===== config.mk =====
export PLATFORM = sky130hd
export DESIGN_NAME = ivtl_norm
export DESIGN_NICKNAME = d
export VERILOG_FILES = /design/src/hdl/ivtl_pkg.sv /design/src/hdl/ivtl_norm.sv
export SDC_FILE = /design/constraint.sdc
export NUM_CORES = 2
export LEC_CHECK = 0
export ABC_CLOCK_PERIOD_IN_PS = 9550
export BUFFER_PORTS_ARGS = -buffer_cell sky130_fd_sc_hd__buf_2
export CAP_MARGIN = 5
export CORE_ASPECT_RATIO = 0.7
export CORE_MARGIN = 5
export CORE_UTILIZATION = 50
export CTS_BUF_LIST = sky130_fd_sc_hd__clkbuf_8 sky130_fd_sc_hd__clkbuf_16
export CTS_CLUSTER_SIZE = 8
export DETAILED_ROUTE_END_ITERATION = 10
export PLACE_DENSITY = 0.8
export REMOVE_ABC_BUFFERS = 1
export SLEW_MARGIN = 20
export SYNTH_ARGS = -nofsm -noshare
export SYNTH_HDL_FRONTEND = slang
export SYNTH_SLANG_ARGS = --single-unit

===== constraint.sdc =====
create_clock -name aclk -period 9.55 [get_ports aclk]
set_input_delay 1.4325 -clock aclk [delete_from_list [all_inputs] [get_ports aclk]]
set_output_delay 1.4325 -clock aclk [all_outputs]
set_load 0.01 [all_outputs]

===== src/hdl/ivtl_pkg.sv =====
// ----------------------------------------------------------------------------
// ivtl_pkg: shared types and constants of the icosphere vertex tree locator
// Widths, command and register codes, state types and the table port bundles.
// ----------------------------------------------------------------------------
package ivtl_pkg;

    localparam int COORD_W    = 16;
    localparam int SUM_W      = COORD_W + 1;
    localparam int MAX_FACES  = 32;
    localparam int FACE_W     = 5;
    localparam int VTX_W      = 6;
    localparam int MAX_LEVELS = 16;
    localparam int LVL_W      = 5;
    localparam int CODE_W     = 31;
    localparam int CFG_IDX_W  = 2;
    localparam int CFG_DATA_W = 6;
    localparam int FC_W       = 3 * VTX_W;

    localparam logic [CFG_IDX_W-1:0] CFG_LEVELS     = 2'd0;
    localparam logic [CFG_IDX_W-1:0] CFG_FACE_COUNT = 2'd1;

    typedef enum logic [1:0] {
        CMD_LOAD_DIR     = 2'd0,
        CMD_LOAD_CORNERS = 2'd1,
        CMD_LOAD_VERTEX  = 2'd2,
        CMD_LOCATE       = 2'd3
    } cmd_t;

    typedef logic [2:0][COORD_W-1:0] vec_t;
    typedef logic [2:0][SUM_W-1:0]   sum_vec_t;

    typedef enum logic [3:0] {
        ST_IDLE,
        ST_NDIR_GO,
        ST_NDIR_WAIT,
        ST_SC_RD,
        ST_SC_MUL,
        ST_SC_CMP,
        ST_FC_RD,
        ST_VX,
        ST_DIST,
        ST_PICK,
        ST_N1_GO,
        ST_N1_WAIT,
        ST_N2_GO,
        ST_N2_WAIT,
        ST_DONE
    } state_t;

    typedef enum logic [2:0] {
        N_IDLE,
        N_SQ,
        N_CHK,
        N_SQRT,
        N_DLOAD,
        N_DIV,
        N_STORE,
        N_DONE
    } norm_state_t;

    typedef struct packed {
        logic              fd_we;
        logic [FACE_W-1:0] fd_waddr;
        vec_t              fd_wdata;
        logic [FACE_W-1:0] fd_raddr;
        logic              fc_we;
        logic [FACE_W-1:0] fc_waddr;
        logic [FC_W-1:0]   fc_wdata;
        logic [FACE_W-1:0] fc_raddr;
        logic              vx_we;
        logic [VTX_W-1:0]  vx_waddr;
        vec_t              vx_wdata;
        logic [VTX_W-1:0]  vx_raddr;
    } tbl_req_t;

    typedef struct packed {
        vec_t            fd_rdata;
        logic [FC_W-1:0] fc_rdata;
        vec_t            vx_rdata;
    } tbl_rsp_t;

endpackage


===== src/hdl/ivtl_norm.sv =====
// ----------------------------------------------------------------------------
// ivtl_norm: iterative vector normalizer
// Squared length by one shared squarer, a bit-serial square root and a
// restoring divider that rounds and saturates each component to Q2.14.
// ----------------------------------------------------------------------------
module ivtl_norm (
    input  logic                aclk,
    input  logic                aresetn,
    input  logic                start,
    input  ivtl_pkg::sum_vec_t  vec,
    output logic                done,
    output ivtl_pkg::vec_t      result
);

    localparam int LEN_W  = 2 * ivtl_pkg::SUM_W + 2;
    localparam int RAD_W  = 56;
    localparam int ROOT_W = 28;
    localparam int Q_W    = 17;
    localparam int NUM_W  = ivtl_pkg::SUM_W + 26;
    localparam int REM_W  = ROOT_W + 1;

    ivtl_pkg::norm_state_t state_reg, state_next;

    logic [2:0][ivtl_pkg::SUM_W-1:0] abs_reg;
    logic [2:0]                      neg_reg;
    logic [1:0]                      k_reg;
    logic [2*ivtl_pkg::SUM_W-1:0]    prod_reg;
    logic [LEN_W-1:0]                len_reg;
    logic [RAD_W-1:0]                n_reg;
    logic [RAD_W-1:0]                r_reg;
    logic [RAD_W-1:0]                bit_reg;
    logic [Q_W-1:0]                  num_reg;
    logic [REM_W-1:0]                rem_reg;
    logic [Q_W-1:0]                  q_reg;
    logic [4:0]                      cnt_reg;
    ivtl_pkg::vec_t                  res_reg;

    logic [1:0]                      kk;
    logic [RAD_W-1:0]                trial;
    logic [ROOT_W-1:0]               root;
    logic [REM_W-1:0]                divisor;
    logic [REM_W:0]                  shifted;
    logic [NUM_W-1:0]                num_full;
    logic [Q_W-1:0]                  q_sat;

    assign kk       = (k_reg == 2'd3) ? 2'd0 : k_reg;
    assign trial    = r_reg + bit_reg;
    assign root     = r_reg[ROOT_W-1:0];
    assign divisor  = {root, 1'b0};
    assign shifted  = {rem_reg, num_reg[Q_W-1]};
    assign num_full = {1'b0, abs_reg[kk], 25'b0} + NUM_W'(root);
    assign q_sat    = (q_reg > Q_W'(32767)) ? Q_W'(32767) : q_reg;

    always_comb begin
        state_next = state_reg;
        unique case (state_reg)
            ivtl_pkg::N_IDLE:  if (start) state_next = ivtl_pkg::N_SQ;
            ivtl_pkg::N_SQ:    if (k_reg == 2'd3) state_next = ivtl_pkg::N_CHK;
            ivtl_pkg::N_CHK: begin
                state_next = (len_reg == '0) ? ivtl_pkg::N_DONE : ivtl_pkg::N_SQRT;
            end
            ivtl_pkg::N_SQRT:  if (bit_reg[0]) state_next = ivtl_pkg::N_DLOAD;
            ivtl_pkg::N_DLOAD: state_next = ivtl_pkg::N_DIV;
            ivtl_pkg::N_DIV:   if (cnt_reg == 5'd1) state_next = ivtl_pkg::N_STORE;
            ivtl_pkg::N_STORE: begin
                state_next = (k_reg == 2'd2) ? ivtl_pkg::N_DONE : ivtl_pkg::N_DLOAD;
            end
            ivtl_pkg::N_DONE:  state_next = ivtl_pkg::N_IDLE;
            default:           state_next = ivtl_pkg::N_IDLE;
        endcase
    end

    always_comb begin
        done   = (state_reg == ivtl_pkg::N_DONE);
        result = res_reg;
    end

    always_ff @(posedge aclk) begin
        if (!aresetn) begin
            state_reg <= ivtl_pkg::N_IDLE;
        end else begin
            state_reg <= state_next;
        end
    end

    always_ff @(posedge aclk) begin
        unique case (state_reg)
            ivtl_pkg::N_IDLE: begin
                for (int i = 0; i < 3; i++) begin
                    neg_reg[i] <= vec[i][ivtl_pkg::SUM_W-1];
                    abs_reg[i] <= vec[i][ivtl_pkg::SUM_W-1] ? (~vec[i] + 1'b1) : vec[i];
                end
                k_reg   <= 2'd0;
                len_reg <= '0;
            end
            ivtl_pkg::N_SQ: begin
                prod_reg <= abs_reg[kk] * abs_reg[kk];
                if (k_reg != 2'd0) begin
                    len_reg <= len_reg + LEN_W'(prod_reg);
                end
                k_reg <= k_reg + 2'd1;
            end
            ivtl_pkg::N_CHK: begin
                res_reg <= '0;
                n_reg   <= RAD_W'({len_reg, 20'b0});
                r_reg   <= '0;
                bit_reg <= RAD_W'(1) << 54;
                k_reg   <= 2'd0;
            end
            ivtl_pkg::N_SQRT: begin
                if (n_reg >= trial) begin
                    n_reg <= n_reg - trial;
                    r_reg <= (r_reg >> 1) + bit_reg;
                end else begin
                    r_reg <= r_reg >> 1;
                end
                bit_reg <= bit_reg >> 2;
            end
            ivtl_pkg::N_DLOAD: begin
                rem_reg <= REM_W'(num_full[NUM_W-1:Q_W]);
                num_reg <= num_full[Q_W-1:0];
                q_reg   <= '0;
                cnt_reg <= 5'(Q_W);
            end
            ivtl_pkg::N_DIV: begin
                if (shifted >= {1'b0, divisor}) begin
                    rem_reg <= REM_W'(shifted - {1'b0, divisor});
                    q_reg   <= {q_reg[Q_W-2:0], 1'b1};
                end else begin
                    rem_reg <= shifted[REM_W-1:0];
                    q_reg   <= {q_reg[Q_W-2:0], 1'b0};
                end
                num_reg <= num_reg << 1;
                cnt_reg <= cnt_reg - 5'd1;
            end
            ivtl_pkg::N_STORE: begin
                res_reg[kk] <= neg_reg[kk] ? ivtl_pkg::COORD_W'(~q_sat + 1'b1)
                                           : ivtl_pkg::COORD_W'(q_sat);
                k_reg <= k_reg + 2'd1;
            end
            default: begin
                k_reg <= k_reg;
            end
        endcase
    end

endmodule

==> impl_summary.log <==
[metrics] post-CTS setup buffer count: 0
[metrics] Non-Filler Instances: 4,872
[metrics] count leader, synth: inv_1
[metrics] count of nets after finishing: 4,439
[metrics] number of sinks handled by clock tree synthesis: 384
[metrics] clock network latency to the later pin of the worst-skew pair: 0.64 ns
[metrics] ys async rst share: 0%
[metrics] full die area: 77,300 sq um
[metrics] input/output buffers: 102
[metrics] result of the run: finished clean
[metrics] clock tree root driver cell: clkbuf_16
[metrics] worst r2r path cells: 24
[metrics] y dimension of the die: 234 microns
[metrics] number of cells traversed by the worst hold path: 2
[metrics] violation count after the first detailed-routing iteration: 3,272
[metrics] synthesis-to-finish area growth: 8.15%
[metrics] final wirelength: 95,500 microns
[metrics] number of global-route vias before repair: 28,000
[metrics] Detailed Place HPWL: 72,600 microns
[metrics] cell at the slowest stage of the critical path: fa_1
[metrics] via count of the routed design: 29,600
[metrics] classification of the worst-slack hold path: register to register
[metrics] startpoint of the lowest-slack register-to-register path: k_reg[1]
[metrics] portion of the post-synthesis area used by sequential elements: 32.0%
[metrics] antenna viol nets, final: 0
[metrics] area share of the largest cell type after synthesis: 31.9%
[metrics] setup repair after global routing missed its margin: false
[metrics] grt ovf: 0
[metrics] die width: 330 microns
[metrics] number of buffers created by CTS: 54
[metrics] Initial Utilization: 50.3%
[metrics] post-synthesis cell count: 3,855
[metrics] maximum clock rate: 116 MHz
[metrics] Clock Pin Slew Worst Setup and Hold Paths: 0.05 ns
[metrics] pin count of the biggest net entering global routing: 88
[metrics] Remaining DRCs: 0
[metrics] average detailed-routed wire length per instance: 19.6 microns
[metrics] final clock period utilization by the worst path: 90.1%
[metrics] number of synthesized flops with an enable pin: 381
[metrics] type of the worst setup path: register to register
[metrics] Max Root-Sink Buffers: 3
[metrics] min-delay src: num_reg[10]
[metrics] synthesized flop and latch total: 384
[metrics] Final Skew: 0.0463 ns
[metrics] Hold Violations, Final: 0
[metrics] synth cell count leaders: inv_1, edfxtp_1, nand2_1
[metrics] worst slew margin relative to its limit: 26.1%
[metrics] pin slew with the least headroom to its limit: 1.10 ns
[metrics] total of max-cap violations: 0
[metrics] number of I/O pins: 103
[metrics] number of core rows: 82
[metrics] most numerous cell on the critical path: fa_1
[metrics] destination of the worst register-to-register timing path: prod_reg[32]
[metrics] antenna violations before repair: 0
[metrics] routability congestion estimate from global placement: 0.985
[metrics] cell-by-cell trace of the critical path: inv_1, ha_2, buf_4, mux2i_1, o22a_1, inv_1, nand2_1, fa_1, fa_1, fa_1, inv_1, fa_1, fa_1, inv_1, fa_1, inv_1, ha_1, o21ai_0, a21boi_0, a21boi_0, a211o_1, a41oi_1, o2111ai_1, or3b_2
[metrics] Overall Global Routing Usage: 24.3%
[metrics] element type at the critical path end: register
[metrics] final antenna diode count: 0
[metrics] Primary FF master, synth: edfxtp_1
[metrics] post-synthesis average cell area: 9.31 sq um
[metrics] CTS tree: built
[metrics] netlist area before placement: 35,900 sq um
[metrics] Final Slew Violations: 0
[metrics] hold-fix buffer count after cts: 0
[metrics] CP Launch Type: register
[metrics] required time of the worst setup path: 9.91 ns
[metrics] minimum setup slack among reg-to-reg paths: 0.94 ns
[metrics] setup violators final: 0
[metrics] first-pass detailed-route iteration total: 5
[metrics] fillers: 6,310
[metrics] layout cells sized above 1: 7.19%
[metrics] Endpoint, Worst Hold: num_reg[11]
[metrics] post-layout minimum cycle time: 8.61 ns
[metrics] wire length of the first global-routing pass: 152,000 microns
[metrics] WP data arrival: 8.96 ns
[metrics] number of placed instances with taps included: 4,802
[metrics] CP peak stage delay: 0.54 ns
[metrics] post-DR vias/cell: 6.08
[metrics] synth warn: 0
[metrics] CTS H-tree lvls: 2
[metrics] top cell type by total area after synthesis: edfxtp_1
[metrics] Worst setup startpoint: k_reg[1]
[metrics] core outline area: 71,400 sq um
[metrics] Max FO, Critical Path: 43
[metrics] post-cts resize count: 0
[metrics] number of different library cells in the post-synthesis netlist: 88
[metrics] biggest area contributors in the synthesized netlist: edfxtp_1, fa_1, ha_1
[cell usage in the layout (no fill, tap or decap), drive strengths merged, types with 71 or more instances in the layout]
| master | netlist | routed |
|---|---|---|
| edfxtp | 381 | 381 |
| xnor2 | 185 | 185 |
| a21oi | 238 | 238 |
| inv | 385 | 397 |
| xor2 | 72 | 72 |
| ha | 298 | 298 |
| nor2 | 333 | 333 |
| and3 | 71 | 71 |
| a21o | 87 | 87 |
| fa | 195 | 195 |
| o21ai | 227 | 227 |
| nand2 | 338 | 338 |
| buf | 32 | 139 |
[cell families after synthesis]
| kind of cell | Yosys count | synth area share, % |
|---|---|---|
| compound gates | 987 | 18.0 |
| xor+xnor | 257 | 6.27 |
| fa+ha+maj | 493 | 21.3 |
| buf+inv | 546 | 5.81 |
| flops | 384 | 32.0 |
| mux | 63 | 1.76 |
| simple gates | 1125 | 14.8 |
[critical path, delay by kind of cell (launching register included)]
kind                     cells  cell delay [ns]
adder cells (fa/ha/maj)      8             3.54
buffers and inverters        6             1.20
flip-flops                   1             0.42
AO/OA/AOI/OAI                7             2.23
AND/OR/NAND/NOR              2             0.68
multiplexers                 1             0.26
[layout make-up]
cell class	count	area (sq um)	share of cell area, %
multi-input combinational	2925	22400	57.7
sequential	384	11500	29.6
inverter	388	1460	3.76
clock buffer	54	1350	3.48
tap	966	1210	3.11
timing repair buffer	139	788	2.03
clock inverter	16	131	0.338
[layer usage]
metal | track usage [%] | up-vias | share of wire, %
met5 | 0 | - | 0
met4 | 3.90 | 0 | 1.3
met3 | 5.64 | 98 | 11
met2 | 35.0 | 1483 | 41
met1 | 37.8 | 14100 | 46
li1 | - | 13900 | -
[metrics by stage]
step                area [sq um]  hold WS, ns  setup TNS, ns  setup WS (ns)  util [%]
detailed placement         37300        0.511              0           1.07      52.3
global route               38800        0.546              0          0.495      54.4
global placement           37300        0.501              0           1.28      52.3
floorplan                  35300        0.496         -46.85         -0.837         -
finish                     38800        0.526              0          0.944      54.4
CTS                        38800        0.522              0           1.05      54.4
[worst max-delay path by stage]
stage                     slack [ns]  cells after the start      endpoint
after floorplan                -0.84                     18      n_reg[0]
after global placement          1.28                     25  prod_reg[32]
after detailed placement        1.07                     25  prod_reg[32]
after CTS                       1.05                     24  prod_reg[32]
after global routing            0.50                     26  prod_reg[32]
final                           0.94                     24  prod_reg[32]
Power is not shown: default switching activity piles up to over one toggle a cycle in this logic, so the estimate is an artifact.
